**src/rtl/core/ks_pkg.sv**
```systemverilog
// Package for the exhaustive knapsack subset search.
// Holds the controller state type, the command and status structs and the fixed field widths.
// Used by ks_ctrl, ks_dp and knapsack_subset_search_top.
package ks_pkg;

  localparam int ItemW    = 16;  // weight and profit of one item
  localparam int CapW     = 20;  // capacity register
  localparam int OutSumW  = 20;  // best_profit and best_weight fields
  localparam int OutMaskW = 16;  // best_mask field

  typedef enum logic [1:0] {
    ST_IDLE,
    ST_PREP,
    ST_SEARCH,
    ST_DONE
  } ks_state_t;

  // controller to datapath
  typedef struct packed {
    logic load;     // store the incoming item
    logic prep;     // clear sums and best, prefetch first delta
    logic search;   // evaluate current subset and step to the next
    logic publish;  // move best into the output register, close the set
  } ks_cmd_t;

  // datapath to controller
  typedef struct packed {
    logic last_subset;  // current subset is the final one of the walk
    logic out_blocked;  // output register holds a result not yet taken
  } ks_status_t;

endpackage

```
**src/rtl/core/knapsack_subset_search_top.sv**
```systemverilog
// Exhaustive 0-1 knapsack search, top level; instantiates ks_ctrl and ks_dp and uses ks_pkg.
// Items load one request per cycle, while idle, into a store of MAX_ITEMS entries (extra items are dropped);
// the request marked last starts a walk over all 2^n subsets of the n loaded items, one subset
// per clock; the result then goes into the output register once any earlier result is taken.
// The walk order is a Gray code, so each step adds or subtracts a single item from the running
// weight and profit sums. Ties keep the lowest subset mask value. The input stalls during the
// search; the capacity register has its own valid/ready port, which is always ready; the user
// is to write it only while the block is idle, and the block itself does not enforce this.
module knapsack_subset_search_top
  import ks_pkg::*;
#(
  parameter int MAX_ITEMS = 16
) (
  input  logic                clk,
  input  logic                rst,
  input  logic                cfg_valid,
  output logic                cfg_ready,
  input  logic [CapW-1:0]     capacity,
  input  logic                in_valid,
  output logic                in_stall,
  input  logic [ItemW-1:0]    item_weight,
  input  logic [ItemW-1:0]    item_profit,
  input  logic                item_last,
  output logic                out_valid,
  input  logic                out_stall,
  output logic [OutSumW-1:0]  best_profit,
  output logic [OutSumW-1:0]  best_weight,
  output logic [OutMaskW-1:0] best_mask
);

  ks_cmd_t    cmd;
  ks_status_t status;

  assign cfg_ready = 1'b1;

  ks_ctrl u_ctrl (
    .clk       (clk),
    .rst       (rst),
    .in_valid  (in_valid),
    .item_last (item_last),
    .status    (status),
    .cmd       (cmd),
    .in_stall  (in_stall)
  );

  ks_dp #(
    .MAX_ITEMS (MAX_ITEMS)
  ) u_dp (
    .clk         (clk),
    .rst         (rst),
    .cmd         (cmd),
    .status      (status),
    .item_weight (item_weight),
    .item_profit (item_profit),
    .cfg_write   (cfg_valid & cfg_ready),
    .capacity    (capacity),
    .out_stall   (out_stall),
    .out_valid   (out_valid),
    .best_profit (best_profit),
    .best_weight (best_weight),
    .best_mask   (best_mask)
  );

endmodule

```
**src/rtl/core/ks_ctrl.sv**
```systemverilog
// Controller state machine for the knapsack subset search.
// Sequences load, prepare, search and publish; depends on ks_pkg.
module ks_ctrl
  import ks_pkg::*;
(
  input  logic       clk,
  input  logic       rst,
  input  logic       in_valid,
  input  logic       item_last,
  input  ks_status_t status,
  output ks_cmd_t    cmd,
  output logic       in_stall
);

  ks_state_t state;
  ks_state_t state_next;

  always_ff @(posedge clk) begin
    if (rst) begin
      state <= ST_IDLE;
    end else begin
      state <= state_next;
    end
  end

  always_comb begin
    state_next  = state;
    cmd         = '0;
    in_stall    = 1'b1;
    unique case (state)
      ST_IDLE: begin
        in_stall = 1'b0;
        if (in_valid) begin
          cmd.load = 1'b1;
          if (item_last) begin
            state_next = ST_PREP;
          end
        end
      end
      ST_PREP: begin
        cmd.prep   = 1'b1;
        state_next = ST_SEARCH;
      end
      ST_SEARCH: begin
        cmd.search = 1'b1;
        if (status.last_subset) begin
          state_next = ST_DONE;
        end
      end
      ST_DONE: begin
        // hold until the previous result has been taken
        if (!status.out_blocked) begin
          cmd.publish = 1'b1;
          state_next  = ST_IDLE;
        end
      end
      default: begin
        state_next = ST_IDLE;
      end
    endcase
  end

endmodule

```
**src/rtl/core/ks_dp.sv**
```systemverilog
// Datapath for the knapsack subset search: item stores, Gray-code subset walk,
// running sums, best-so-far tracking and the output register. Depends on ks_pkg.
module ks_dp
  import ks_pkg::*;
#(
  parameter int MAX_ITEMS = 16
) (
  input  logic                clk,
  input  logic                rst,
  input  ks_cmd_t             cmd,
  output ks_status_t          status,
  input  logic [ItemW-1:0]    item_weight,
  input  logic [ItemW-1:0]    item_profit,
  input  logic                cfg_write,
  input  logic [CapW-1:0]     capacity,
  input  logic                out_stall,
  output logic                out_valid,
  output logic [OutSumW-1:0]  best_profit,
  output logic [OutSumW-1:0]  best_weight,
  output logic [OutMaskW-1:0] best_mask
);

  localparam int IdxW  = (MAX_ITEMS > 1) ? $clog2(MAX_ITEMS) : 1;
  localparam int CntW  = $clog2(MAX_ITEMS + 1);
  localparam int SumW  = ItemW + ((MAX_ITEMS > 1) ? $clog2(MAX_ITEMS) : 0);
  localparam int CmpW  = (SumW > CapW) ? SumW : CapW;
  localparam int OutW  = (SumW > OutSumW) ? SumW : OutSumW;
  localparam int MOutW = (MAX_ITEMS > OutMaskW) ? MAX_ITEMS : OutMaskW;

  logic [ItemW-1:0]     weight_store [MAX_ITEMS];
  logic [ItemW-1:0]     profit_store [MAX_ITEMS];
  logic [CntW-1:0]      item_count;
  logic [CapW-1:0]      cap_limit;

  logic [MAX_ITEMS-1:0] gray;       // current subset
  logic [MAX_ITEMS-1:0] visit;      // position of current subset in the walk
  logic [MAX_ITEMS-1:0] last_visit; // all ones over the loaded items
  logic [MAX_ITEMS:0]   step;       // walk position whose flip is prefetched next
  logic [IdxW-1:0]      flip_idx;   // item toggled on the next advance
  logic [ItemW-1:0]     delta_w;
  logic [ItemW-1:0]     delta_p;
  logic [SumW-1:0]      wsum;
  logic [SumW-1:0]      psum;
  logic [SumW-1:0]      best_p;
  logic [SumW-1:0]      best_w;
  logic [MAX_ITEMS-1:0] best_m;

  logic [IdxW-1:0]      next_flip;
  logic [MAX_ITEMS-1:0] last_visit_next;
  logic                 fits;
  logic                 better;
  logic                 flip_out;
  logic [OutW-1:0]      best_p_ext;
  logic [OutW-1:0]      best_w_ext;
  logic [MOutW-1:0]     best_m_ext;

  // lowest set bit of step: the item that flips at that point of the Gray walk
  always_comb begin
    next_flip = '0;
    for (int i = MAX_ITEMS - 1; i >= 0; i--) begin
      if (step[i]) begin
        next_flip = IdxW'(i);
      end
    end
  end

  always_comb begin
    for (int i = 0; i < MAX_ITEMS; i++) begin
      last_visit_next[i] = (CntW'(i) < item_count);
    end
  end

  assign fits     = CmpW'(wsum) <= CmpW'(cap_limit);
  assign better   = (psum > best_p) || ((psum == best_p) && (gray < best_m));
  assign flip_out = gray[flip_idx];

  assign status.last_subset = (visit == last_visit);
  assign status.out_blocked = out_valid && out_stall;

  // stores: written at the fill position, read one entry a cycle during prep and search
  always_ff @(posedge clk) begin
    if (cmd.load && (item_count < CntW'(MAX_ITEMS))) begin
      weight_store[item_count[IdxW-1:0]] <= item_weight;
      profit_store[item_count[IdxW-1:0]] <= item_profit;
    end
    if (cmd.prep) begin
      delta_w <= weight_store[0];
      delta_p <= profit_store[0];
    end else if (cmd.search) begin
      delta_w <= weight_store[next_flip];
      delta_p <= profit_store[next_flip];
    end
  end

  always_ff @(posedge clk) begin
    if (rst) begin
      item_count <= '0;
      cap_limit  <= '0;
      out_valid  <= 1'b0;
    end else begin
      if (cfg_write) begin
        cap_limit <= capacity;
      end
      if (cmd.publish) begin
        item_count <= '0;
      end else if (cmd.load && (item_count < CntW'(MAX_ITEMS))) begin
        item_count <= item_count + CntW'(1);
      end
      if (cmd.publish) begin
        out_valid <= 1'b1;
      end else if (out_valid && !out_stall) begin
        out_valid <= 1'b0;
      end
    end
  end

  // subset walk in Gray order; ties go to the lower subset mask value
  always_ff @(posedge clk) begin
    if (cmd.prep) begin
      gray       <= '0;
      visit      <= '0;
      last_visit <= last_visit_next;
      step       <= (MAX_ITEMS + 1)'(2);
      flip_idx   <= '0;
      wsum       <= '0;
      psum       <= '0;
      best_p     <= '0;
      best_w     <= '0;
      best_m     <= '0;
    end else if (cmd.search) begin
      if (fits && better) begin
        best_p <= psum;
        best_w <= wsum;
        best_m <= gray;
      end
      gray     <= gray ^ (MAX_ITEMS'(1) << flip_idx);
      visit    <= visit + MAX_ITEMS'(1);
      step     <= step + (MAX_ITEMS + 1)'(1);
      flip_idx <= next_flip;
      if (flip_out) begin
        wsum <= wsum - SumW'(delta_w);
        psum <= psum - SumW'(delta_p);
      end else begin
        wsum <= wsum + SumW'(delta_w);
        psum <= psum + SumW'(delta_p);
      end
    end
  end

  assign best_p_ext = OutW'(best_p);
  assign best_w_ext = OutW'(best_w);
  assign best_m_ext = MOutW'(best_m);

  always_ff @(posedge clk) begin
    if (cmd.publish) begin
      best_profit <= best_p_ext[OutSumW-1:0];
      best_weight <= best_w_ext[OutSumW-1:0];
      best_mask   <= best_m_ext[OutMaskW-1:0];
    end
  end

endmodule
```
**config.mk**
```make
export PLATFORM = sky130hd
export DESIGN_NAME = knapsack_subset_search_top
export DESIGN_NICKNAME = d
export VERILOG_FILES = /design/src/rtl/core/ks_pkg.sv /design/src/rtl/core/knapsack_subset_search_top.sv /design/src/rtl/core/ks_ctrl.sv /design/src/rtl/core/ks_dp.sv
export SDC_FILE = /design/constraint.sdc
export NUM_CORES = 1
export LEC_CHECK = 0
export BUFFER_PORTS_ARGS = -buffer_cell sky130_fd_sc_hd__buf_2
export CORE_ASPECT_RATIO = 0.75
export CORE_MARGIN = 2
export CORE_UTILIZATION = 62
export CTS_CLUSTER_SIZE = 28
export DETAILED_ROUTE_END_ITERATION = 10
export MAX_ROUTING_LAYER = met4
export PLACE_DENSITY = 0.8
export SLEW_MARGIN = 20
export SYNTH_ARGS = -nofsm -noshare
export SYNTH_HDL_FRONTEND = slang
export SYNTH_SLANG_ARGS = --single-unit
```
**constraint.sdc**
```tcl
create_clock -name clk -period 7.5 [get_ports clk]
set_clock_uncertainty 0.1 [all_clocks]
set_input_delay 0.375 -clock clk [delete_from_list [all_inputs] [get_ports clk]]
set_output_delay 0.375 -clock clk [all_outputs]
set_load 0.02 [all_outputs]
```
==> impl_results.md <==
* Status: completed
* Worst endpoint required time at ~7.9 ns
* Yosys top cell area share at 0.5335
* Post-route DRC at 0
* GRT overflow at 0
* Core area at roughly 56000 um2
* Pre-CTS setup slack at between 2 and 3 ns
* Post-synth EDFFs at 616
* Slew HR at 0.2535
* CTS clock-pin slew for the worst setup and hold paths at 0.07 ns
* First-pass GRT wire length at 113600 um
* Via density at 6.033
* CP startpoint kind: register
* Clock Root Buffer: clkbuf_16
* Top_reg_cell synth: edfxtp_1
* Achievable frequency at between 0.15 and 0.2 GHz
* Routability cong. at between 0.8 and 0.9
* Max-cap violations at 0
* Critical path cell sequence: mux4_1 > mux4_2 > a21oi_1 > xnor2_1 > ha_1 > a21oi_1 > o21ai_0 > or4_1 > o21ai_0 > o21ai_0 > o41ai_1 > mux2i_1 > xnor2_1 > nor2_1
* Mapped Nets at around 2700
* Synth area leader: edfxtp_1
* CTS tree: yes
* Initial antenna violation count at 7
* Setup Fix Bufs, Post-CTS at 0
* Crit path buf inv count at 0
* Worst-path fanout max at 36
* CP Class: reg -> reg
* TritonCTS Buffers at 73
* Dpl hpwl at roughly 42000 um
* Row count at 75
* Mapped Cells at between 2000 and 3000
* LEAKAGE at 15.52 nW
* RSZ-0062 raised after global routing: no
* Clock sink count at between 700 and 800
* Post-synthesis sequential area ratio at 0.6352
* Yosys warns at 0
* Vias in the first global route at roughly 21000
* Fin crit share at 0.6741
* H-tree Lvls at 3
* Synth cell types at about 70
* I/O pins at 117
* Total negative slack at 0 ns
* Post-DR wirelength/cell at approximately 21 um
* Synthesis-to-finish area growth at 11.83%
* Power per Cell Area at ~340 nW/um2
* Final min period at 5.056 ns
* CTS max path bufs at 3
* Mapped cell area at around 35000 um2
* Crit. End Element: register
* GRT Util Overall at 0.2600
* Final setup margin at about 2.4 ns
* Hold Path Class: in -> reg
* Die width at 277.1 um
* Maximum vdd ir drop at around 0.00025 V
* Vias at between 20000 and 25000
* Area contributors post-synth: edfxtp_1 (53%), dfxtp_1 (10%), mux2i_1 (10%)
* CP top delay family: multiplexers
* Hold Vio Cnt, Final at 0
* DIE AREA at 57850 um2
* DRT antenna net count at 0
* Arrival time worst endpoint at ~5.4 ns
* Share of cells above drive strength 1 at 0.1281
* Largest net degree at the start of global routing at ~150
* Starting Density at 0.6241
* Max Transition Viols Final at 0
* CP max-delay cell: mux4_2
* Nets at approximately 2900
* Worst-Margin Slew at between 1 and 1.5 ns
* Number of synthesized register bits at approximately 800
* 1st-iter DRT viols at 2078
* Async SR Flop Fraction at 0
* Syn avg cell area at between 10 and 15 um2
* Final setup vio count at 0
* Die height at ~210 um
* Final WL at around 73000 um
* Max incr delay on CP at around 0.8 ns
* Later-pin clock latency in the skew report at between 0.6 and 0.7 ns
* Most Frequent Cell on Critical Path: o21ai_0
* Port bufs at between 100 and 150
* DR pass1 iterations at 7
==> worst register-to-register path, stage by stage (launching register included) <==
cell and delay (ns):
dfxtp_1 0.63, mux4_1 0.64, mux4_2 0.81, a21oi_1 0.30, xnor2_1 0.14, ha_1 0.29
a21oi_1 0.17, o21ai_0 0.20, or4_1 0.48, o21ai_0 0.17, o21ai_0 0.15, o41ai_1 0.35
mux2i_1 0.29, xnor2_1 0.15, nor2_1 0.05
==> cell type report <==
type	count	area [um2]
Inverter	93	349.1
Fill cell	3660	16780
Clock buffer	102	2038
Clock inverter	34	391.6
Sequential cell	792	22020
Multi-Input combinational cell	1550	11900
Antenna cell	5	12.51
Tap cell	731	914.6
Timing Repair Buffer	177	1146
==> power by group <==
group / switching, mW / total (mW) / internal [mW]
clock network: 1.59 / 3.75 / 2.16
registers: 0.350 / 5.62 / 5.27
logic: 2.40 / 3.92 / 1.52
==> cell families after synthesis <==
family                   Yosys count  synth area share
buffers and inverters            218           0.02631
AO/OA/AOI/OAI                    364           0.07185
XOR/XNOR                         102           0.02577
multiplexers                     422            0.1263
AND/OR/NAND/NOR                  553           0.07507
adder cells (fa/ha/maj)          108           0.03941
flip-flops                       792            0.6352
other                              1         0.0001082
==> what timing repair did <==
action / in CTS / in global routing
endpoints found under the hold margin: 153 / 0
gates resized for setup: 0 / 0
hold buffers: 32 / 0
==> per-stage QoR <==
step	cells	hold slack, ns	utilization	total power [mW]	area [um2]
floorplan	2560	0.3080	-	8.483	34670
global placement	3311	0.3166	0.6482	9.357	36010
detailed placement	3311	0.3188	0.6482	9.536	36010
CTS	3479	0.0001163	0.6977	13.30	38760
global route	3484	0.01751	0.6979	13.91	38770
finish	3484	0.03645	0.6979	13.28	38770
==> cell usage after synthesis (all sizes together) (33+ instances only) <==
cell type / number
a211o: 34
a21o: 35
a21oi: 87
a31oi: 41
buf: 49
clkbuf: 76
dfxtp: 176
edfxtp: 616
ha: 106
inv: 92
mux2: 65
mux2i: 352
nand2: 94
nand2b: 51
nor2: 242
o211ai: 38
o21ai: 41
o221ai: 33
xnor2: 57
xor2: 45
==> sequential cells by signal, summed over array words and instances (netlist names), 20 cells and up <==
name,count
u_dp.best_p,20
u_dp.best_weight,20
u_dp.cap_limit,20
u_dp.best_w,20
u_dp.wsum,20
u_dp.profit_store,256
u_dp.best_profit,20
u_dp.psum,20
u_dp.weight_store,256
==> layer usage <==
layer  track usage  vias to the layer above  wire length (um)
li1              -                     9818                 -
met4       0.07684                        0              1683
met1        0.3441                    10300             31470
met3       0.04975                      142              5257
met5             -                        -                 0
met2        0.4134                      758             34700
==> cells in the final DEF, fill, tap and decap left out, drive strengths merged, types with 45 or more instances in the layout <==
cell type	n
buf	145
ha	106
xor2	45
a21oi	87
mux2	65
dfxtp	176
inv	95
nand2	94
xnor2	57
mux2i	352
edfxtp	616
clkbuf	102
nor2	242
nand2b	51
==> worst paths after layout <==
kind | start | to | slack, ns | cells after the start
setup / recovery | u_dp.flip_idx[0] | u_dp.psum[19] | 2.44 | 14
hold / removal | item_weight[2] | u_dp.weight_store[2][2] | 0.04 | 1
setup reg to reg | u_dp.flip_idx[0] | u_dp.psum[19] | 2.44 | 14
hold reg to reg | u_dp.best_w[1] | u_dp.best_weight[1] | 0.33 | 0
Power figures use the tool's default switching activity.
